<file path="config.mk">
export PLATFORM = sky130hd
export DESIGN_NAME = call_argument_splitter_top_flat
export DESIGN_NICKNAME = d
export VERILOG_FILES = /design/src/rtl/cas_pkg.sv /design/src/rtl/cas_if.sv /design/src/rtl/cas_in_reg.sv /design/src/rtl/cas_scan.sv /design/src/rtl/cas_out_reg.sv /design/src/rtl/call_argument_splitter_top.sv /design/src/flat_wrapper.sv
export SDC_FILE = /design/constraint.sdc
export NUM_CORES = 1
export LEC_CHECK = 0
export BUFFER_PORTS_ARGS = -buffer_cell sky130_fd_sc_hd__clkbuf_2
export CELL_PAD_IN_SITES_DETAIL_PLACEMENT = 1
export CELL_PAD_IN_SITES_GLOBAL_PLACEMENT = 2
export CORE_MARGIN = 2
export CORE_UTILIZATION = 39
export DETAILED_ROUTE_END_ITERATION = 7
export PLACE_DENSITY_LB_ADDON = 0.12
export RECOVER_POWER = 100
export SYNTH_ARGS = -nofsm -noshare
export SYNTH_HDL_FRONTEND = slang
export SYNTH_SLANG_ARGS = --single-unit
</file>
<file path="constraint.sdc">
create_clock -name clk -period 8.07 [get_ports clk]
set_input_delay 2.421 -clock clk [delete_from_list [all_inputs] [get_ports clk]]
set_output_delay 2.421 -clock clk [all_outputs]
set_load 0.01 [all_outputs]
</file>
<file path="src/rtl/cas_pkg.sv">
`timescale 1ns / 1ps
package cas_pkg;

  localparam int DEPTH_BITS_DEF  = 8;
  localparam int OFFSET_BITS_DEF = 16;
  localparam int ARG_BITS_DEF    = 8;

  // fixed widths of the result fields on the port
  localparam int OFFSET_W = 16;
  localparam int ARG_W    = 8;

  localparam logic [7:0] CH_LPAREN = 8'h28;
  localparam logic [7:0] CH_RPAREN = 8'h29;
  localparam logic [7:0] CH_LBRACK = 8'h5B;
  localparam logic [7:0] CH_RBRACK = 8'h5D;
  localparam logic [7:0] CH_LBRACE = 8'h7B;
  localparam logic [7:0] CH_RBRACE = 8'h7D;
  localparam logic [7:0] CH_COMMA  = 8'h2C;
  localparam logic [7:0] CH_QUOTE  = 8'h22;
  localparam logic [7:0] CH_SLASH  = 8'h2F;
  localparam logic [7:0] CH_BSLASH = 8'h5C;
  localparam logic [7:0] CH_NL     = 8'h0A;
  localparam logic [7:0] CH_CR     = 8'h0D;
  localparam logic [7:0] CH_TAB    = 8'h09;
  localparam logic [7:0] CH_SPACE  = 8'h20;

  typedef enum logic [1:0] {
    KIND_ARG  = 2'd0,
    KIND_OK   = 2'd1,
    KIND_FAIL = 2'd2
  } kind_t;

  typedef enum logic [2:0] {
    PH_WAIT_OPEN   = 3'd0,
    PH_AFTER_OPEN  = 3'd1,
    PH_SCAN        = 3'd2,
    PH_AFTER_COMMA = 3'd3,
    PH_DONE        = 3'd4
  } phase_t;

  typedef enum logic [1:0] {
    ST_NONE = 2'd0,
    ST_OK   = 2'd1,
    ST_FAIL = 2'd2
  } status_t;

  typedef struct packed {
    logic [7:0] text_byte;
    logic       span_end;
  } in_item_t;

  typedef struct packed {
    kind_t               result_kind;
    logic [OFFSET_W-1:0] arg_offset;
    logic [ARG_W-1:0]    arg_number;
    logic                run_last;
  } res_t;

  typedef struct packed {
    res_t       first;
    res_t       second;
    logic [1:0] count;
  } res_pair_t;

  function automatic logic is_space(input logic [7:0] b);
    return (b == CH_SPACE) || (b == CH_TAB) || (b == CH_CR) || (b == CH_NL);
  endfunction

endpackage

</file>
<file path="src/rtl/cas_if.sv">
`timescale 1ns / 1ps
interface cas_text_if;
  logic       valid;
  logic       ready;
  logic [7:0] text_byte;
  logic       span_end;

  modport source (output valid, output text_byte, output span_end, input ready);
  modport sink (input valid, input text_byte, input span_end, output ready);
endinterface

interface cas_result_if import cas_pkg::*; ();
  logic                valid;
  logic                ready;
  logic [1:0]          result_kind;
  logic [OFFSET_W-1:0] arg_offset;
  logic [ARG_W-1:0]    arg_number;
  logic                run_last;

  modport source (output valid, output result_kind, output arg_offset,
                  output arg_number, output run_last, input ready);
  modport sink (input valid, input result_kind, input arg_offset,
                input arg_number, input run_last, output ready);
endinterface

</file>
<file path="src/rtl/cas_in_reg.sv">
`timescale 1ns / 1ps
module cas_in_reg import cas_pkg::*; (
  input  logic     clk,
  input  logic     rst,
  cas_text_if.sink text,
  input  logic     take,
  output logic     valid,
  output in_item_t item
);

  assign text.ready = !valid || take;

  always_ff @(posedge clk) begin
    if (rst) begin
      valid <= 1'b0;
    end else if (text.ready) begin
      valid <= text.valid;
    end
  end

  always_ff @(posedge clk) begin
    if (text.valid && text.ready) begin
      item.text_byte <= text.text_byte;
      item.span_end  <= text.span_end;
    end
  end

endmodule

</file>
<file path="src/rtl/cas_scan.sv">
`timescale 1ns / 1ps
module cas_scan import cas_pkg::*; #(
  parameter int DEPTH_BITS  = DEPTH_BITS_DEF,
  parameter int OFFSET_BITS = OFFSET_BITS_DEF,
  parameter int ARG_BITS    = ARG_BITS_DEF
) (
  input  logic      clk,
  input  logic      rst,
  input  logic      valid,
  input  in_item_t  item,
  input  logic      slot_free,
  output logic      take,
  output logic      load,
  output res_pair_t pair
);

  phase_t                 phase, phase_next;
  logic [DEPTH_BITS-1:0]  paren_depth, paren_depth_next;
  logic [DEPTH_BITS-1:0]  bracket_depth, bracket_depth_next;
  logic [DEPTH_BITS-1:0]  brace_depth, brace_depth_next;
  logic                   in_string, in_string_next;
  logic                   escape_pending, escape_pending_next;
  logic                   in_line_comment, in_line_comment_next;
  logic                   slash_pending, slash_pending_next;
  logic [OFFSET_BITS-1:0] byte_position, byte_position_next;
  logic [ARG_BITS-1:0]    arg_count, arg_count_next;

  always_comb begin
    logic [7:0]                      b;
    logic                            last;
    status_t                         st;
    logic                            scan_en;
    logic                            arg_emit;
    logic [DEPTH_BITS-1:0]           pd_base;
    logic [OFFSET_BITS+OFFSET_W-1:0] pos_ext;
    logic [ARG_BITS+ARG_W-1:0]       num_ext;
    res_t                            arg_res;
    res_t                            st_res;

    b        = item.text_byte;
    last     = item.span_end;
    st       = ST_NONE;
    scan_en  = 1'b0;
    arg_emit = 1'b0;
    pd_base  = paren_depth;

    phase_next           = phase;
    paren_depth_next     = paren_depth;
    bracket_depth_next   = bracket_depth;
    brace_depth_next     = brace_depth;
    in_string_next       = in_string;
    escape_pending_next  = escape_pending;
    in_line_comment_next = in_line_comment;
    slash_pending_next   = slash_pending;
    arg_count_next       = arg_count;
    byte_position_next   = byte_position + OFFSET_BITS'(1);

    unique case (phase)
      PH_WAIT_OPEN: begin
        if (b == CH_LPAREN) begin
          phase_next = PH_AFTER_OPEN;
        end else if (!is_space(b)) begin
          st = ST_FAIL;
        end
      end
      PH_AFTER_OPEN, PH_AFTER_COMMA: begin
        if (is_space(b)) begin
          st = ST_NONE;
        end else if (b == CH_RPAREN) begin
          st = (phase == PH_AFTER_OPEN) ? ST_OK : ST_FAIL;
        end else if (&arg_count) begin
          st = ST_FAIL;
        end else begin
          if (phase == PH_AFTER_OPEN) begin
            pd_base = DEPTH_BITS'(1);
          end
          arg_emit       = 1'b1;
          arg_count_next = arg_count + ARG_BITS'(1);
          phase_next     = PH_SCAN;
          scan_en        = 1'b1;
        end
      end
      PH_SCAN: scan_en = 1'b1;
      PH_DONE: scan_en = 1'b0;
      default: scan_en = 1'b0;
    endcase

    paren_depth_next = pd_base;

    if (scan_en) begin
      if (in_line_comment) begin
        if (b == CH_NL) begin
          in_line_comment_next = 1'b0;
        end
      end else if (in_string) begin
        if (escape_pending) begin
          escape_pending_next = 1'b0;
        end else if (b == CH_BSLASH) begin
          escape_pending_next = 1'b1;
        end else if (b == CH_QUOTE) begin
          in_string_next = 1'b0;
        end
      end else begin
        slash_pending_next = 1'b0;
        if (slash_pending && (b == CH_SLASH)) begin
          in_line_comment_next = 1'b1;
        end else if (b == CH_QUOTE) begin
          in_string_next = 1'b1;
        end else if (b == CH_SLASH) begin
          slash_pending_next = 1'b1;
        end else begin
          unique case (b)
            CH_LPAREN: begin
              if (&pd_base) st = ST_FAIL;
              else paren_depth_next = pd_base + DEPTH_BITS'(1);
            end
            CH_RPAREN: begin
              if (pd_base == '0) begin
                st = ST_FAIL;
              end else begin
                paren_depth_next = pd_base - DEPTH_BITS'(1);
                if (pd_base == DEPTH_BITS'(1)) st = ST_OK;
              end
            end
            CH_LBRACK: begin
              if (&bracket_depth) st = ST_FAIL;
              else bracket_depth_next = bracket_depth + DEPTH_BITS'(1);
            end
            CH_RBRACK: begin
              if (bracket_depth == '0) st = ST_FAIL;
              else bracket_depth_next = bracket_depth - DEPTH_BITS'(1);
            end
            CH_LBRACE: begin
              if (&brace_depth) st = ST_FAIL;
              else brace_depth_next = brace_depth + DEPTH_BITS'(1);
            end
            CH_RBRACE: begin
              if (brace_depth == '0) st = ST_FAIL;
              else brace_depth_next = brace_depth - DEPTH_BITS'(1);
            end
            CH_COMMA: begin
              // top-level separator only
              if ((pd_base == DEPTH_BITS'(1)) && (bracket_depth == '0) &&
                  (brace_depth == '0)) begin
                phase_next = PH_AFTER_COMMA;
              end
            end
            default: st = st;
          endcase
        end
      end
    end

    // span ran out before the call closed
    if ((st == ST_NONE) && last && (phase_next != PH_DONE)) begin
      st = ST_FAIL;
    end
    if (st != ST_NONE) begin
      phase_next = PH_DONE;
    end

    pos_ext = {{OFFSET_W{1'b0}}, byte_position};

    arg_res.result_kind = KIND_ARG;
    arg_res.arg_offset  = pos_ext[OFFSET_W-1:0];
    num_ext             = {{ARG_W{1'b0}}, arg_count};
    arg_res.arg_number  = num_ext[ARG_W-1:0];
    arg_res.run_last    = (st == ST_NONE);

    st_res.result_kind = (st == ST_OK) ? KIND_OK : KIND_FAIL;
    st_res.arg_offset  = pos_ext[OFFSET_W-1:0];
    num_ext            = {{ARG_W{1'b0}}, arg_count_next};
    st_res.arg_number  = num_ext[ARG_W-1:0];
    st_res.run_last    = 1'b1;

    pair.first  = arg_emit ? arg_res : st_res;
    pair.second = st_res;
    pair.count  = 2'(arg_emit) + 2'(st != ST_NONE);

    if (last) begin
      phase_next           = PH_WAIT_OPEN;
      paren_depth_next     = '0;
      bracket_depth_next   = '0;
      brace_depth_next     = '0;
      in_string_next       = 1'b0;
      escape_pending_next  = 1'b0;
      in_line_comment_next = 1'b0;
      slash_pending_next   = 1'b0;
      byte_position_next   = '0;
      arg_count_next       = '0;
    end
  end

  // bytes with no result never wait on the output side
  assign take = valid && ((pair.count == 2'd0) || slot_free);
  assign load = take && (pair.count != 2'd0);

  always_ff @(posedge clk) begin
    if (rst) begin
      phase           <= PH_WAIT_OPEN;
      paren_depth     <= '0;
      bracket_depth   <= '0;
      brace_depth     <= '0;
      in_string       <= 1'b0;
      escape_pending  <= 1'b0;
      in_line_comment <= 1'b0;
      slash_pending   <= 1'b0;
      byte_position   <= '0;
      arg_count       <= '0;
    end else if (take) begin
      phase           <= phase_next;
      paren_depth     <= paren_depth_next;
      bracket_depth   <= bracket_depth_next;
      brace_depth     <= brace_depth_next;
      in_string       <= in_string_next;
      escape_pending  <= escape_pending_next;
      in_line_comment <= in_line_comment_next;
      slash_pending   <= slash_pending_next;
      byte_position   <= byte_position_next;
      arg_count       <= arg_count_next;
    end
  end

endmodule

</file>
<file path="src/rtl/cas_out_reg.sv">
`timescale 1ns / 1ps
module cas_out_reg import cas_pkg::*; (
  input  logic         clk,
  input  logic         rst,
  input  logic         load,
  input  res_pair_t    pair,
  output logic         slot_free,
  cas_result_if.source result
);

  res_t       head;
  res_t       tail;
  logic [1:0] count;
  logic       pop;

  assign pop       = result.valid && result.ready;
  assign slot_free = (count == 2'd0) || ((count == 2'd1) && result.ready);

  always_ff @(posedge clk) begin
    if (rst) begin
      count <= 2'd0;
    end else if (load) begin
      count <= pair.count;
    end else if (pop) begin
      count <= count - 2'd1;
    end
  end

  always_ff @(posedge clk) begin
    if (load) begin
      head <= pair.first;
      tail <= pair.second;
    end else if (pop && (count == 2'd2)) begin
      head <= tail;
    end
  end

  assign result.valid       = (count != 2'd0);
  assign result.result_kind = head.result_kind;
  assign result.arg_offset  = head.arg_offset;
  assign result.arg_number  = head.arg_number;
  assign result.run_last    = head.run_last;

endmodule

</file>
<file path="src/rtl/call_argument_splitter_top.sv">
`timescale 1ns / 1ps
// Splits the bytes of one call (from just after the callee name up to the byte
// flagged span_end) into top-level arguments, one byte per item on text. Each
// byte is registered, decoded against the nesting/string/comment state
// combinationally, and its results land in a two-entry output register, so a new
// byte is taken every cycle while the result port keeps up. A byte that yields
// an argument start plus a status fills both entries, and a following byte with
// results waits until one is taken; bytes without results pass regardless of result.ready.
// Between byte acceptance and its first result lie the input and output registers.
module call_argument_splitter_top import cas_pkg::*; #(
  parameter int DEPTH_BITS  = DEPTH_BITS_DEF,
  parameter int OFFSET_BITS = OFFSET_BITS_DEF,
  parameter int ARG_BITS    = ARG_BITS_DEF
) (
  input logic          clk,
  input logic          rst,
  cas_text_if.sink     text,
  cas_result_if.source result
);

  logic      in_valid;
  in_item_t  in_item;
  logic      take;
  logic      load;
  logic      slot_free;
  res_pair_t pair;

  cas_in_reg u_in_reg (
    .clk   (clk),
    .rst   (rst),
    .text  (text),
    .take  (take),
    .valid (in_valid),
    .item  (in_item)
  );

  cas_scan #(
    .DEPTH_BITS  (DEPTH_BITS),
    .OFFSET_BITS (OFFSET_BITS),
    .ARG_BITS    (ARG_BITS)
  ) u_scan (
    .clk       (clk),
    .rst       (rst),
    .valid     (in_valid),
    .item      (in_item),
    .slot_free (slot_free),
    .take      (take),
    .load      (load),
    .pair      (pair)
  );

  cas_out_reg u_out_reg (
    .clk       (clk),
    .rst       (rst),
    .load      (load),
    .pair      (pair),
    .slot_free (slot_free),
    .result    (result)
  );

endmodule

</file>
<file path="src/flat_wrapper.sv">
// flat-port wrapper written by rule: the top's interface ports become plain ports
module call_argument_splitter_top_flat import cas_pkg::*;
#(
  parameter int DEPTH_BITS  = DEPTH_BITS_DEF,
  parameter int OFFSET_BITS = OFFSET_BITS_DEF,
  parameter int ARG_BITS    = ARG_BITS_DEF
)
  (clk, rst, text_valid, text_text_byte, text_span_end, text_ready, result_valid, result_result_kind, result_arg_offset, result_arg_number, result_run_last, result_ready);
  cas_text_if text_i ();
  cas_result_if result_i ();
  input logic clk;
  input logic rst;
  input wire logic [$bits(text_i.valid)-1:0] text_valid;
  input wire logic [$bits(text_i.text_byte)-1:0] text_text_byte;
  input wire logic [$bits(text_i.span_end)-1:0] text_span_end;
  output wire logic [$bits(text_i.ready)-1:0] text_ready;
  output wire logic [$bits(result_i.valid)-1:0] result_valid;
  output wire logic [$bits(result_i.result_kind)-1:0] result_result_kind;
  output wire logic [$bits(result_i.arg_offset)-1:0] result_arg_offset;
  output wire logic [$bits(result_i.arg_number)-1:0] result_arg_number;
  output wire logic [$bits(result_i.run_last)-1:0] result_run_last;
  input wire logic [$bits(result_i.ready)-1:0] result_ready;
  assign text_i.valid = text_valid;
  assign text_i.text_byte = text_text_byte;
  assign text_i.span_end = text_span_end;
  assign text_ready = text_i.ready;
  assign result_valid = result_i.valid;
  assign result_result_kind = result_i.result_kind;
  assign result_arg_offset = result_i.arg_offset;
  assign result_arg_number = result_i.arg_number;
  assign result_run_last = result_i.run_last;
  assign result_i.ready = result_ready;
  call_argument_splitter_top #(.DEPTH_BITS(DEPTH_BITS), .OFFSET_BITS(OFFSET_BITS), .ARG_BITS(ARG_BITS)) u_core (.clk(clk), .rst(rst), .text(text_i), .result(result_i));
endmodule
</file>
---- Word-level counts from Yosys, hierarchy flattened ----
Cells that the tools add are included.
operators by class
  eq/ne operators ......................... 31
  add/sub/neg operators ................... 10
  muxes and demuxes ....................... 117
  reduce and logical (&&, ||, !) cells .... 46
operator list
  operator                                                number
  2-to-1 mux 8 bit                                        37
  2-to-1 mux 27 bit                                       3
  equality test 8 x 6 -> 1 bit (second input constant)    6
  case mux 8 bit (2 select lines)                         3
  2-to-1 mux 2 bit                                        23
  2-to-1 mux 3 bit                                        14
  equality test 8 x 7 -> 1 bit (second input constant)    5
  adder 8 x 1 -> 8 bit (second input constant)            4
  2-to-1 mux 1 bit                                        32
  AND reduction 8 bit                                     4
  equality test 8 x 4 -> 1 bit (second input constant)    3
  logical NOT 8 bit                                       3
  subtractor 8 x 1 -> 8 bit (second input constant)       3
  AND reduction 10 bit                                    2
  adder 16 x 1 -> 16 bit (second input constant)          1
  2-to-1 mux 16 bit                                       1
  nonzero test 2 bit                                      7
  inequality test 3 x 2 -> 1 bit (second input constant)  4
  case mux 2 bit (6 select lines)                         1
  logical AND 1 bit                                       11
  inequality test 2 x 1 -> 1 bit (second input constant)  5
  equality test 8 x 1 -> 1 bit (second input constant)    1
  logical NOT 2 bit                                       4
  AND reduction 4 bit                                     2
  17 further kinds                                        25
word-level totals
  output and inout bits ................... 29
  register bits after elaboration ......... 120
  input port bits ......................... 13
  word-level logic and storage cells ...... 225

---- Longest topological paths before layout ----
Gate-level depths: netlist of the first run.
  word-level depth ........................ 27
  gate-level depth with buffers ........... 21
  mapped depth without buffers ............ 20

---- Cells and area by module ----
From an unflattened synthesis of the first run, not the netlist that was laid out.
second synthesis, totals
  cell total of the unflattened synthesis .. 688
  area total of the unflattened synthesis .. 6663.9 µm²
modules (own cells, without submodules)
  module       sequential area each (µm²)  times used  cells an instance  area each (µm²)
  cas_scan     1101.1                      1           568                4219.0
  cas_out_reg  1661.6                      1           106                2119.5
  cas_in_reg   290.3                       1           14                 325.3

---- Worst setup path before layout of the first run ----
OpenSTA, ideal clock, no wires.
  path type ............................... register to output
  start point ............................. register u_core.u_scan.arg_count[0]
  end point ............................... output text_ready
  required time ........................... 5.649 ns
  slack ................................... 2.050 ns
  buffers on the path ..................... 1
  arrival ................................. 3.599 ns
  cell stages (with the launch flop) ...... 17
  cell sequence ........................... dfxtp_1 ha_1 nand4_1 o21bai_1 a2111oi_2 clkbuf_1 nor2_1 inv_1 ha_1 nand3_1 o32ai_1 o2111ai_1 nand3_1 nor2_1 ha_1 a211oi_1 nand2_1
on the way
  word-level cells in the longest chain between the ends .. 25
RTL lines
  what                                                   RTL line                          source
  start, declared                                        cas_scan.sv:26                    logic [ARG_BITS-1:0] arg_count, arg_count_next;
  start signal, assigned                                 cas_scan.sv:220                   arg_count <= arg_count_next;
  AND reduction 8 bit (*)                                cas_scan.sv:71                    end else if (&arg_count) begin
  2-to-1 mux 8 bit                                       cas_scan.sv:71
  2-to-1 mux 8 bit                                       cas_scan.sv:69                    end else if (b == CH_RPAREN) begin
  2-to-1 mux 8 bit                                       cas_scan.sv:67                    if (is_space(b)) begin
  2-to-1 mux 8 bit                                       cas_scan.sv:58                    unique case (phase)
  equality test 8 x 1 -> 1 bit                           cas_scan.sv:122, cas_scan.sv:143
  2-to-1 mux 2 bit or logical AND 1 bit (tied branches)  cas_scan.sv:122, cas_scan.sv:143
  2-to-1 mux 2 bit or logical AND 1 bit (tied branches)  cas_scan.sv:118, cas_scan.sv:143
  [... 9 more ...]                                       -
  logical AND 1 bit                                      cas_scan.sv:155                   if ((st == ST_NONE) && last && (phase_next != PH_DONE)) begin
  2-to-1 mux 2 bit                                       cas_scan.sv:155
  nonzero test 2 bit                                     cas_scan.sv:178                   pair.count = 2'(arg_emit) + 2'(st != ST_NONE);
  adder 1 x 1 -> 2 bit (*)                               cas_scan.sv:178
  logical NOT 2 bit (*)                                  cas_scan.sv:195                   assign take = valid && ((pair.count == 2'd0) || slot_free);
  logical OR 1 bit (*)                                   cas_scan.sv:195
  logical AND 1 bit (*)                                  cas_scan.sv:195
  logical OR 1 bit (*)                                   cas_in_reg.sv:11                  assign text.ready = !valid || take;
  end, declared                                          flat_wrapper.sv:16                output wire logic [$bits(text_i.ready)-1:0] text_ready;
Mark *: on every way between the ends. The rest lies on a longest branch, timed or not.

---- Final worst setup path of the first run ----
  start point ............................. register, netlist name u_core.u_in_reg.item[1]
  end point ............................... output text_ready
on the way
  word-level cells in the longest chain between the ends .. 26
RTL lines
  what                                                                             RTL line                                          source
  equality test 8 x 6 -> 1 bit or equality test 8 x 4 -> 1 bit (tied branches)     cas_pkg.sv:66                                     return (b == CH_SPACE) || (b == CH_TAB) || (b == CH_CR) || (b == CH_NL);
  logical OR 1 bit (3 in a row)                                                    cas_pkg.sv:66
  2-to-1 mux 8 bit or 2-to-1 mux 2 bit (tied branches)                             cas_scan.sv:67, cas_scan.sv:62
  2-to-1 mux 8 bit or 2-to-1 mux 2 bit (tied branches)                             cas_scan.sv:58, cas_scan.sv:60
  equality test 8 x 1 -> 1 bit or case mux 2 bit (2 select lines) (tied branches)  cas_scan.sv:122, cas_scan.sv:143, cas_scan.sv:58
  2-to-1 mux 2 bit or logical AND 1 bit (tied branches)                            cas_scan.sv:122, cas_scan.sv:143
  2-to-1 mux 2 bit or logical AND 1 bit (tied branches)                            cas_scan.sv:118, cas_scan.sv:143
  case mux 2 bit (6 select lines) or 2-to-1 mux 3 bit (tied branches)              cas_scan.sv:112, cas_scan.sv:143
  [... 8 more ...]                                                                 -
  logical AND 1 bit                                                                cas_scan.sv:155
  2-to-1 mux 2 bit                                                                 cas_scan.sv:155
  nonzero test 2 bit                                                               cas_scan.sv:178
  adder 1 x 1 -> 2 bit (*)                                                         cas_scan.sv:178
  logical NOT 2 bit (*)                                                            cas_scan.sv:195
  logical OR 1 bit (*)                                                             cas_scan.sv:195
  logical AND 1 bit (*)                                                            cas_scan.sv:195
  logical OR 1 bit (*)                                                             cas_in_reg.sv:11
Marked as above.

==> PnR_summary.wiki, run 1 <==
{| class="wikitable"
! Metric !! Value
|-
| Critical path arrival || approximately 5000 ps
|-
| Fraction of the mapped netlist area in adder cells || 0.0504
|-
| Cell types with the largest area share after synthesis || edfxtp_1 (29%), dfxtp_1 (18%), nor2_1 (5.0%)
|-
| Post-CTS Setup Inserts || 0
|-
| Vias in the first global route || roughly 5300
|-
| Chip width || around 130 um
|-
| # Max-Cap Violations || 0
|-
| Most common cell in the netlist || nor2_1
|-
| NumNets Final || about 740
|-
| Net Count, Synth || ~700
|-
| Peak per-stage delay on the critical path || about 590 ps
|-
| Slew at the pin closest to its max-slew limit || 1430 ps
|-
| Buffer levels on the longest clock path || 2
|-
| Setup TNS Final || 0 ps
|-
| Overall Power || 1.61 mW
|-
| Top-area cell type share of the netlist area || 0.286
|-
| Detailed Place HPWL || about 12000 um
|-
| Wire length of the first global-routing pass || 28200 um
|-
| Avg Vias per Cell || between 5 and 6
|-
| Summed instance area of the synthesized netlist || between 6000 and 7000 sq um
|-
| Post-Route Skew || just over 8 ps
|-
| Worst-path cell chain || or3_2, nor3_2, or3_2, nand2_1, inv_1, ha_1, nand3_1, o32ai_1, o2111ai_1, nand3_1, nor2_1, ha_1, a211oi_1, nand2_1, clkbuf_1
|-
| Final hold violation count || 0
|-
| Post-placement setup slack || ~1100 ps
|-
| EDFF count, synth || a little over 60
|-
| Share of the clock period used by the worst path || 0.920
|-
| CTS tree || built
|-
| Maximum clock frequency || around 0.13 GHz
|-
| Count of synthesis-stage warnings from yosys || 0
|-
| Largest area contributor in the netlist || edfxtp_1
|-
| Max-Slew Margin vs Limit || 0.0500
|-
| Mean area per synthesized cell || a little under 10 sq um
|-
| Least setup slack across all paths after layout || 643 ps
|-
| Die height || around 130 um
|-
| Unrepaired setup endpoints after global routing || no
|-
| Antenna violations before repair || 0
|-
| Detailed-route wire length per cell || between 15 and 20 um
|-
| Compound-gate portion of the synthesized area || 0.139
|-
| IR drop worst, VDD || between 100 and 150 uV
|-
| Row Count || 47
|-
| CTS Root Buffer Type || clkbuf_16
|-
| Insertion delay of the later-clocked pin in the worst-skew pair || 420 ps
|-
| Worst Path Max Fanout || 14
|-
| CTS H-Tree Depth || 4
|-
| Number of storage elements in the synthesis netlist || 120
|-
| Share of synthesized area occupied by flip-flops and latches || 0.465
|-
| CTS resizes || 0
|-
| Final Setup Violations || 0
|-
| Clock sink count || 120
|-
| Asr flop ratio synth || 0
|-
| Top post-synthesis cells by count || nor2_1 (87), edfxtp_1 (62), dfxtp_1 (58), a21oi_1 (41), nand2_1 (37)
|-
| Share of layout cells above drive strength 1 || 0.114
|-
| Class of the most critical hold timing path || flip-flop to flip-flop
|-
| Number of buffers added to fix hold violations after cts || 0
|-
| Remaining global-route overflow || 0
|-
| Routed Wire Length || approximately 17000 um
|-
| Post-synthesis simple-gate area fraction || 0.203
|-
| Worst setup SP type || flip-flop
|-
| Clock period minus worst slack || around 7400 ps
|-
| Flip-flop cell with the highest count after synthesis || edfxtp_1
|-
| Maximum number of pins on one net before global-route repair || 59
|-
| Initial DRT Pass Iterations || 5
|-
| Syn Inst Count || between 600 and 700
|-
| Pwr per Cell Area || between 200 and 250 nW/um^2
|-
| Number of design-rule violations left by the first detailed-router iteration || 257
|-
| Main combinational cell family by area after synthesis || simple AND/OR/NAND/NOR gates
|-
| Total vias in the final route || ~5200
|-
| Port Buf Inserts || approximately 40
|-
| Clock transition time at the flip-flop clock pins of the worst setup and hold paths || about 60 ps
|-
| Synthesized-area fraction occupied by xor and xnor cells || 0.0390
|-
| Global-route total usage across every layer || 0.201
|-
| Antenna viol nets, final || 0
|-
| Class of the most critical setup path || flip-flop to output port
|-
| DRC violation count after routing || 0
|-
| I/O Pins || 42
|-
| Number of different library cells in the post-synthesis netlist || 69
|-
| Die Footprint || 17700 sq um
|-
| Final number of max-transition violations || 0
|-
| Crit-path slowest cell || or3_2
|-
| Starting density of the core || 0.395
|-
| Synth-to-Final Area Change || 14.1%
|-
| CTS Buf Count || 17
|-
| CORE AREA || roughly 16000 sq um
|-
| Pleak || roughly 2.6 nW
|-
| Placer Congestion || 0.872
|-
| Proportion of synthesized area in mux cells || 0.0700
|-
| Antenna diodes || 0
|-
| Required time of the critical path || around 5700 ps
|-
| Kind of end point of the critical path || output port
|-
| Outcome || complete, no violations
|}
==> cells by family (layout without fill, tap and decap cells) <==
family | count (synthesis) | in the layout
simple gates | 255 | 255
fa+ha+maj | 25 | 25
compound gates | 135 | 135
flops | 120 | 120
xor+xnor | 29 | 29
buf+inv | 57 | 105
mux | 42 | 42
==> report_power, final <==
group	leakage [nW]	total, mW	internal [mW]	switching (mW)
Combinational	1.27	0.150	0.0493	0.101
Sequential	1.06	0.703	0.685	0.0172
Clock	0.280	0.757	0.465	0.292
==> worst max-delay path, delay by kind of cell (launching register included) <==
family / cells / cell delay [ps]
flip-flops: 1 / 570
AND/OR/NAND/NOR: 8 / 2010
AO/OA/AOI/OAI: 3 / 1210
adder cells (fa/ha/maj): 2 / 540
buffers and inverters: 2 / 260
==> layout make-up <==
| class | count | area (sq um) |
|---|---|---|
| Multi-Input combinational cell | 486 | 3240 |
| Fill cell | 1857 | 9040 |
| Inverter | 25 | 93.8 |
| Timing Repair Buffer | 48 | 203 |
| Clock buffer | 19 | 443 |
| Tap cell | 220 | 275 |
| Sequential cell | 120 | 3020 |
| Clock inverter | 13 | 145 |
==> sequential cells by signal (all words and copies together), names as in the netlist <==
register	count
u_core.u_scan.escape_pending	1
u_core.u_out_reg.count	2
u_core.u_out_reg.result.arg_number	8
u_core.u_scan.brace_depth	8
u_core.u_in_reg.valid	1
u_core.u_in_reg.item	9
u_core.u_out_reg.result.result_kind	2
u_core.u_out_reg.result.run_last	1
u_core.u_scan.slash_pending	1
u_core.u_scan.byte_position	16
u_core.u_scan.phase	3
u_core.u_scan.bracket_depth	8
u_core.u_out_reg.tail	26
u_core.u_scan.paren_depth	8
u_core.u_scan.arg_count	8
u_core.u_scan.in_string	1
u_core.u_out_reg.result.arg_offset	16
u_core.u_scan.in_line_comment	1
==> layout by cell type (no fill, tap or decap), drive strengths merged, types with 4 or more instances in the layout <==
cell type,instances
or3,7
nand4,11
nand2b,8
or2,6
nor3,25
mux2,28
nor2b,6
a2111oi,5
nand4b,4
o211ai,4
clkbuf,65
a31oi,9
nand3b,7
a21oi,41
inv,27
dfxtp,58
edfxtp,62
ha,23
and4,6
and3,6
xnor2,15
nor2,87
a22oi,5
xor2,14
a21o,6
or4,6
mux2i,14
nor4,10
o21ai,26
clkinv,6
o21bai,6
nand2,38
nand3,16
==> routing by layer <==
layer  global-route usage  up-vias  wire, um
met1                0.266     2505      7770
met4               0.0638        0       247
met2                0.336      105      8180
li1                     -     2521         -
met3               0.0358       22       727
met5                    0        -         0
==> per-stage QoR <==
step                      utilization  hold WS [ps]  cell area (sq um)  instances
after floorplan                     -           446               6510        663
after global placement          0.420           467               6920        899
after detailed placement        0.420           485               6920        899
after CTS                       0.456           492               7500        931
after global routing            0.451           525               7430        931
final                           0.451           487               7430        931
==> worst paths after layout <==
check | start | endpoint | slack, ps | cells after the start
worst max-delay path | u_core.u_in_reg.item[1] | text_ready | 640 | 15
worst min-delay path | u_core.u_scan.escape_pending | u_core.u_scan.escape_pending | 490 | 2
worst max register to register | u_core.u_in_reg.item[1] | u_core.u_out_reg.result.arg_number[3] | 900 | 18
worst min register to register | u_core.u_scan.escape_pending | u_core.u_scan.escape_pending | 490 | 2
Note: power is estimated with default switching activity, not from simulation.
==> inputs of run 2 (changes only) <==
ABC_AREA = 1   (was default)
CORE_UTILIZATION = 37   (was 39)
SKIP_LAST_GASP = 1   (was default)
==> run 2 against run 1 <==
  * Die area increased by 7.8%
  * Cell count increased by 18%
  * First-iteration DRC count decreased by 24%
  * Utilization decreased by 2.9 points
  * Via count increased by 9.4%
  * Clock power increased by 1%
  * Highest routed layer unchanged
==> PnR_summary.wiki, run 2 <==
{| class="wikitable"
! Metric !! Value
|-
| Post-Route Skew || 7.39 ps (-0.894 ps)
|-
| Buffer levels on the longest clock path || 2 (unchanged)
|-
| DRC violation count after routing || 0 (unchanged)
|-
| Most common cell in the netlist || nand2_1
|-
| EDFF count, synth || 62 (unchanged)
|-
| Clock period minus worst slack || 6820 ps (-608 ps)
|-
| Crit-path slowest cell || nor2_1
|-
| Core Util, Final || 0.423 (-0.0285)
|-
| Row Count || 49 (+4.3%)
|-
| Maximum clock frequency || 0.147 GHz (+8.9%)
|-
| Pleak || 2.97 nW (+14%)
|-
| Commonest non-fill, non-tap cells in the layout || nand2_1 (193), inv_1 (87), a21oi_1 (71), edfxtp_1 (62), nor2_1 (61)
|-
| Largest area contributor in the netlist || edfxtp_1
|-
| Vias in the first global route || 5917 (+11%)
|-
| Required time of the critical path || 5650 ps (about the same)
|-
| Antenna violations before repair || 0 (unchanged)
|-
| Worst setup SP type || flip-flop
|-
| Post-route cell area || 7540 sq um (+1.5%)
|-
| Detailed Place HPWL || 12700 um (+8.6%)
|-
| Kind of end point of the critical path || output port
|-
| Syn Inst Count || 807 (+22%)
|-
| Most repeated library cell on the critical path || nand2_1
|-
| Cell types with the largest area share after synthesis || edfxtp_1 (28%), dfxtp_1 (17%), nand2_1 (11%)
|-
| Count of synthesis-stage warnings from yosys || 0 (unchanged)
|-
| NumNets Final || 894 (+21%)
|-
| Routed Wire Length || 17400 um (+2.6%)
|-
| Insertion delay of the later-clocked pin in the worst-skew pair || 420 ps (about the same)
|-
| Setup TNS Final || 0 ps (unchanged)
|-
| Top reg by flops || u_core.u_out_reg.tail
|-
| Hold Worst Slack || 431 ps (-56.7 ps)
|-
| Outcome || complete, no violations
|-
| Die Footprint || 19100 sq um (+7.8%)
|-
| Class of the most critical setup path || flip-flop to output port
|-
| Share of the clock period used by the worst path || 0.845 (-0.0753)
|-
| Initial DRT Pass Iterations || 4 (-1)
|-
| Unrepaired setup endpoints after global routing || no
|-
| Antenna viol nets, final || 0 (unchanged)
|-
| Number of different library cells in the post-synthesis netlist || 51 (-26%)
|-
| Port Buf Inserts || 41 (unchanged)
|-
| Detailed-route wire length per cell || 15.8 um (-13%)
|-
| IR drop worst, VDD || 166 uV (+15%)
|-
| Die height || 138 um (+3.8%)
|-
| Maximum number of pins on one net before global-route repair || 54 (-8.5%)
|-
| Wire length of the first global-routing pass || 29200 um (+3.8%)
|-
| Avg Vias per Cell || 5.14 (-7.2%)
|-
| Critical path arrival || 4400 ps (-610 ps)
|-
| Slew at the pin closest to its max-slew limit || 1370 ps (-53.9 ps)
|-
| CTS tree || built
|-
| Synth-to-Final Area Change || 13.1%
|-
| Starting density of the core || 0.374 (-0.0215)
|-
| Asr flop ratio synth || 0 (unchanged)
|-
| Flip-flop cell with the highest count after synthesis || edfxtp_1
|-
| Final Setup Violations || 0 (unchanged)
|-
| Top post-synthesis cells by count || nand2_1 (189), inv_1 (83), a21oi_1 (70), edfxtp_1 (62), dfxtp_1 (58)
|-
| Top-area cell type share of the netlist area || 0.279 (-0.00687)
|-
| Number of storage elements in the synthesis netlist || 120 (unchanged)
|-
| CORE AREA || 17800 sq um (+8.4%)
|-
| # Max-Cap Violations || 0 (unchanged)
|-
| Overall Power || 1.87 mW (+16%)
|-
| Chip width || 138 um (+3.8%)
|-
| I/O Pins || 42 (unchanged)
|-
| Placer Congestion || 0.873 (+0.15%)
|-
| Largest register FFs || 26 (unchanged)
|-
| Summed instance area of the synthesized netlist || 6670 sq um (+2.5%)
|-
| CTS resizes || 0 (unchanged)
|-
| Clock transition time at the flip-flop clock pins of the worst setup and hold paths || 60 ps (about the same)
|-
| Remaining global-route overflow || 0 (unchanged)
|-
| CTS Root Buffer Type || clkbuf_16
|-
| Class of the most critical hold timing path || flip-flop to flip-flop
|-
| Worst-path cell chain || inv_1, nand2_1, nor2_1, nand2_2, nand2_2, nor2_1, nand3_4, nand2_1, ha_1, nand2_1, inv_1, nand4_1, nor2_1, nand2_1, nand3_1, nand2_1, nand4_1, inv_1, ha_1, inv_1, nand3_1, inv_1, nand2_1, clkbuf_1
|-
| Post-CTS Setup Inserts || 0 (unchanged)
|-
| Number of design-rule violations left by the first detailed-router iteration || 195 (-24%)
|-
| Antenna diodes || 0 (unchanged)
|-
| Global-route total usage across every layer || 0.188 (-0.0125)
|-
| Share of synthesized area occupied by flip-flops and latches || 0.453 (-0.0112)
|-
| CTS Buf Count || 17 (unchanged)
|-
| Total vias in the final route || 5639 (+9.4%)
|-
| Worst Path Max Fanout || 13 (-1)
|-
| Placed instance area || 7120 sq um (+2.9%)
|-
| CTS H-Tree Depth || 4 (unchanged)
|-
| Mean area per synthesized cell || 8.26 sq um (-16%)
|-
| Clock sink count || 120 (unchanged)
|-
| Most common cell after layout, fill and taps aside || nand2_1
|-
| Net Count, Synth || 845 (+21%)
|-
| Pwr per Cell Area || 248 nW/um^2 (+14%)
|-
| Final hold violation count || 0 (unchanged)
|-
| Peak per-stage delay on the critical path || 430 ps (-160 ps)
|-
| Max-Slew Margin vs Limit || 0.0859 (+0.0359)
|-
| Share of layout cells above drive strength 1 || 0.109 (-0.00460)
|-
| Final number of max-transition violations || 0 (unchanged)
|-
| Number of buffers added to fix hold violations after cts || 0 (unchanged)
|}
run 2: kinds of logic after synthesis:
kind of cell / Yosys count / share of synthesized area
buffers and inverters: 113 / 0.0661
AO/OA/AOI/OAI: 154 / 0.130
AND/OR/NAND/NOR: 379 / 0.280
adder cells (fa/ha/maj): 25 / 0.0492
XOR/XNOR: 16 / 0.0210
flip-flops: 120 / 0.453
run 2: routing by layer:
metal  share of wire  up-vias  global-route usage
met2            0.50       82               0.329
met3           0.026       21              0.0326
met4           0.017        0              0.0730
met1            0.46     2715               0.232
met5               0        -                   0
li1                -     2821                   -
run 2: path summary, 6_finish.rpt:
kind | from | end | slack [ps] | depth (start not counted)
setup reg to reg | u_core.u_in_reg.item[1] | u_core.u_scan.phase[1] | 1480 | 30
hold / removal | u_core.u_scan.byte_position[10] | u_core.u_out_reg.tail[19] | 430 | 0
hold reg to reg | u_core.u_scan.byte_position[10] | u_core.u_out_reg.tail[19] | 430 | 0
setup / recovery | u_core.u_in_reg.item[1] | text_ready | 1250 | 24
run 2: final cells by class:
| class | count | area (sq um) |
|---|---|---|
| fillers | 2171 | 10300 |
| multi-input cells | 574 | 3080 |
| flip-flops and latches | 120 | 3020 |
| clock buffers | 17 | 425 |
| inverters | 99 | 374 |
| well taps | 229 | 287 |
| repair buffers | 44 | 184 |
| clock inverters | 15 | 166 |
run 2: worst max-delay path: cells and delay by family, from the launching register on:
kind | cells | cell delay (ps)
AND/OR/NAND/NOR | 16 | 2540
buffers and inverters | 6 | 610
adder cells (fa/ha/maj) | 2 | 430
flip-flops | 1 | 420
run 2: stage by stage:
step | instances | setup WS (ps)
after floorplan | 807 | 2750
after global placement | 1066 | 2330
after detailed placement | 1066 | 2190
after CTS | 1098 | 1720
after global routing | 1098 | 853
final | 1098 | 1250
run 2: report_power, final:
part	internal, mW	leakage (nW)	switching, mW
registers	0.756	1.05	0.0375
logic	0.0777	1.63	0.229
clock network	0.460	0.293	0.306
total	1.29	2.97	0.573
==> inputs of run 3 (changes only) <==
clock period = 6.36 ns   (was 8.07 ns; I/O delays follow)
==> run 3 against run 2 <==
  * Flip-flop and latch count unchanged
  * Design area up 0.93%
  * First-iteration DRC count up 40%
  * Cell count up 0.27%
  * Hold slack better by 5.5 ps
  * Via count up 1.2%
  * Routed wire length up 2.0%
  * Critical path depth up 1
  * Combinational power up 30%
  * Sequential power up 27%
  * Sequential share of layout area down 0.37 points
==> PnR_summary.wiki, run 3 (synthesis gave the netlist of run 2 again) <==
{| class="wikitable"
! Metric !! Value
|-
| Outcome || complete, no violations
|-
| Starting density of the core || 0.374 (unchanged)
|-
| CTS resizes || 0 (unchanged)
|-
| Clock period minus worst slack || 5790 ps
|-
| Worst Path Max Fanout || 13 (unchanged)
|-
| Number of buffers added to fix hold violations after cts || 0 (unchanged)
|-
| Reg-to-Reg Start || u_core.u_in_reg.item[1]
|-
| Routed wire length on met3 || 448 um (-0.22%)
|-
| Detailed-route wire length per cell || 16.1 um (+1.7%)
|-
| Register-to-register path setup slack || 840 ps (-640 ps)
|-
| Max-Slew Margin vs Limit || 0.299 (+0.214)
|-
| Least setup slack across all paths after layout || 566 ps (-684 ps)
|-
| Avg Vias per Cell || 5.18 (+0.88%)
|-
| Share of the clock period used by the worst path || 0.911
|-
| Critical path arrival || 3890 ps (-510 ps)
|-
| Post-Route M1 WL || 8380 um (+4.8%)
|-
| Worst reg2reg endpoint || u_core.u_scan.byte_position[14]
|-
| First element of the critical path || u_core.u_in_reg.item[1]
|-
| CTS Buf Count || 17 (unchanged)
|-
| Worst setup SP type || flip-flop
|-
| Antenna viol nets, final || 0 (unchanged)
|-
| Final hold violation count || 0 (unchanged)
|-
| Cell depth of the worst min-delay path || 0 (unchanged)
|-
| Buffer levels on the longest clock path || 2 (unchanged)
|-
| Unrepaired setup endpoints after global routing || no
|-
| Post-Route Skew || 14.2 ps (+6.82 ps)
|-
| Antenna violations before repair || 0 (unchanged)
|-
| Top reg by flops || u_core.u_out_reg.tail
|-
| Final number of max-transition violations || 0 (unchanged)
|-
| Die height || 138 um (unchanged)
|-
| Post-route cell area || 7610 sq um (+0.93%)
|-
| Antenna diodes || 0 (unchanged)
|-
| Detailed Place HPWL || 12500 um (-1.1%)
|-
| Pleak || 3.01 nW (+1.2%)
|-
| Maximum clock frequency || between 0.15 and 0.2 GHz
|-
| CORE AREA || 17800 sq um (unchanged)
|-
| Global-route total usage across every layer || 0.194 (+0.00608)
|-
| Top sig layer || met4
|-
| Remaining global-route overflow || 0 (unchanged)
|-
| Synth-to-Final Area Change || 14.1%
|-
| Clock transition time at the flip-flop clock pins of the worst setup and hold paths || 60 ps (about the same)
|-
| Placer Congestion || 0.851 (-2.6%)
|-
| CTS Root Buffer Type || clkbuf_16
|-
| Maximum number of pins on one net before global-route repair || 36 (-33%)
|-
| Port Buf Inserts || 41 (unchanged)
|-
| Number of cell instances on the worst register-to-register path || 33 (+10%)
|-
| # Max-Cap Violations || 0 (unchanged)
|-
| Required time of the critical path || 4450 ps (-1200 ps)
|-
| CTS H-Tree Depth || 4 (unchanged)
|-
| IR drop worst, VDD || 194 uV (+17%)
|-
| Slew at the pin closest to its max-slew limit || 1050 ps (-321 ps)
|-
| Most common cell after layout, fill and taps aside || nand2_1
|-
| Commonest non-fill, non-tap cells in the layout || nand2_1 (191), inv_1 (87), a21oi_1 (71), edfxtp_1 (62), nor2_1 (60)
|-
| Placed instance area || 7140 sq um (+0.32%)
|-
| Largest register FFs || 26 (unchanged)
|-
| Setup TNS Final || 0 ps (unchanged)
|-
| Class of the most critical hold timing path || flip-flop to flip-flop
|-
| Routed Wire Length || 17700 um (+2.0%)
|-
| Class of the most critical setup path || flip-flop to output port
|-
| Wire length of the first global-routing pass || 30000 um (+2.5%)
|-
| NumNets Final || 897 (+0.34%)
|-
| Kind of end point of the critical path || output port
|-
| Initial DRT Pass Iterations || 4 (unchanged)
|-
| Share of layout cells above drive strength 1 || 0.120 (+0.0111)
|-
| Critical path endpoint || text_ready
|-
| Insertion delay of the later-clocked pin in the worst-skew pair || 430 ps (about the same)
|-
| Pwr per Cell Area || 314 nW/um^2 (+27%)
|-
| Number of design-rule violations left by the first detailed-router iteration || 273 (+40%)
|-
| I/O Pins || 42 (unchanged)
|-
| Row Count || 49 (unchanged)
|-
| Final Setup Violations || 0 (unchanged)
|-
| CTS tree || built
|-
| Post-CTS Setup Inserts || 0 (unchanged)
|-
| Clock sink count || 120 (unchanged)
|-
| Chip width || 138 um (unchanged)
|-
| Vias in the first global route || 5873 (-0.74%)
|-
| DRC violation count after routing || 0 (unchanged)
|-
| Total vias in the final route || 5704 (+1.2%)
|-
| Detail Route met2 WL || 8650 um (+0.23%)
|-
| Post-placement setup slack || 1030 ps (-1160 ps)
|-
| Die Footprint || 19100 sq um (unchanged)
|}
-- run 3: cell count changes in the layout (fill, tap and decap cells not counted), sizes merged --
cell / previous run / this run
clkbuf: 60 / 61
clkinv: 10 / 9
buf: 1 / 3
inv: 102 / 103
-- run 3: stage by stage --
| step | utilization | hold WS [ps] | cells | total power, mW |
|---|---|---|---|---|
| 2_1_floorplan | - | 408 | 807 | 1.29 |
| 3_3_place_gp | 0.400 | 410 | 1069 | 1.43 |
| 3_5_place_dp | 0.400 | 421 | 1069 | 1.45 |
| 4_1_cts | 0.433 | 437 | 1101 | 2.45 |
| 5_1_grt | 0.426 | 455 | 1101 | 2.52 |
| 6_report | 0.426 | 436 | 1101 | 2.39 |
-- run 3: layout make-up --
type                    instances  area [sq um]
fillers                      2164         10200
well taps                     229           287
multi-input cells             574          3130
clock inverters                15           169
inverters                      99           374
repair buffers                 47           205
flip-flops and latches        120          3020
clock buffers                  17           425
-- run 3: report_power, final --
part,total (mW),leakage (nW),internal [mW],switching (mW)
Combinational,0.399,1.66,0.102,0.297
Sequential,1.01,1.05,0.958,0.0472
Clock,0.984,0.294,0.586,0.398
Total,2.39,3.01,1.65,0.742
-- run 3: worst min path at each step --
| stage | start | end |
|---|---|---|
| floorplan | u_core.u_scan.byte_position[2] | u_core.u_out_reg.tail[11] |
| global placement | u_core.u_scan.byte_position[8] | u_core.u_out_reg.tail[17] |
| detailed placement | u_core.u_scan.byte_position[8] | u_core.u_out_reg.tail[17] |
| CTS | u_core.u_scan.byte_position[8] | u_core.u_out_reg.tail[17] |
| global route | u_core.u_scan.byte_position[8] | u_core.u_out_reg.tail[17] |
| finish | u_core.u_scan.byte_position[8] | u_core.u_out_reg.tail[17] |
-- run 3: critical path, stage by stage, from the launching register on --
cell and delay (ps):
edfxtp_1 460, inv_1 170, nand2_1 100, nor2_1 150
nand2_2 90, nand2_2 110, nor2_8 60, nand3_4 180
inv_2 100, nor2_1 200, ha_1 230, nand2_1 70
inv_1 80, nand4_1 180, nor2_2 200, nand2_1 90
nand3_2 90, nand2_2 80, nand4_4 120, inv_1 60
ha_1 170, inv_1 60, nand3_1 80, inv_1 100
nand2_1 90, clkbuf_1 140
-- run 3: metal layers --
layer  GRT usage  vias to the layer above
met4      0.0639                        0
met3      0.0391                       16
met1       0.248                     2789
met5           0                        -
met2       0.332                       74
li1            -                     2825
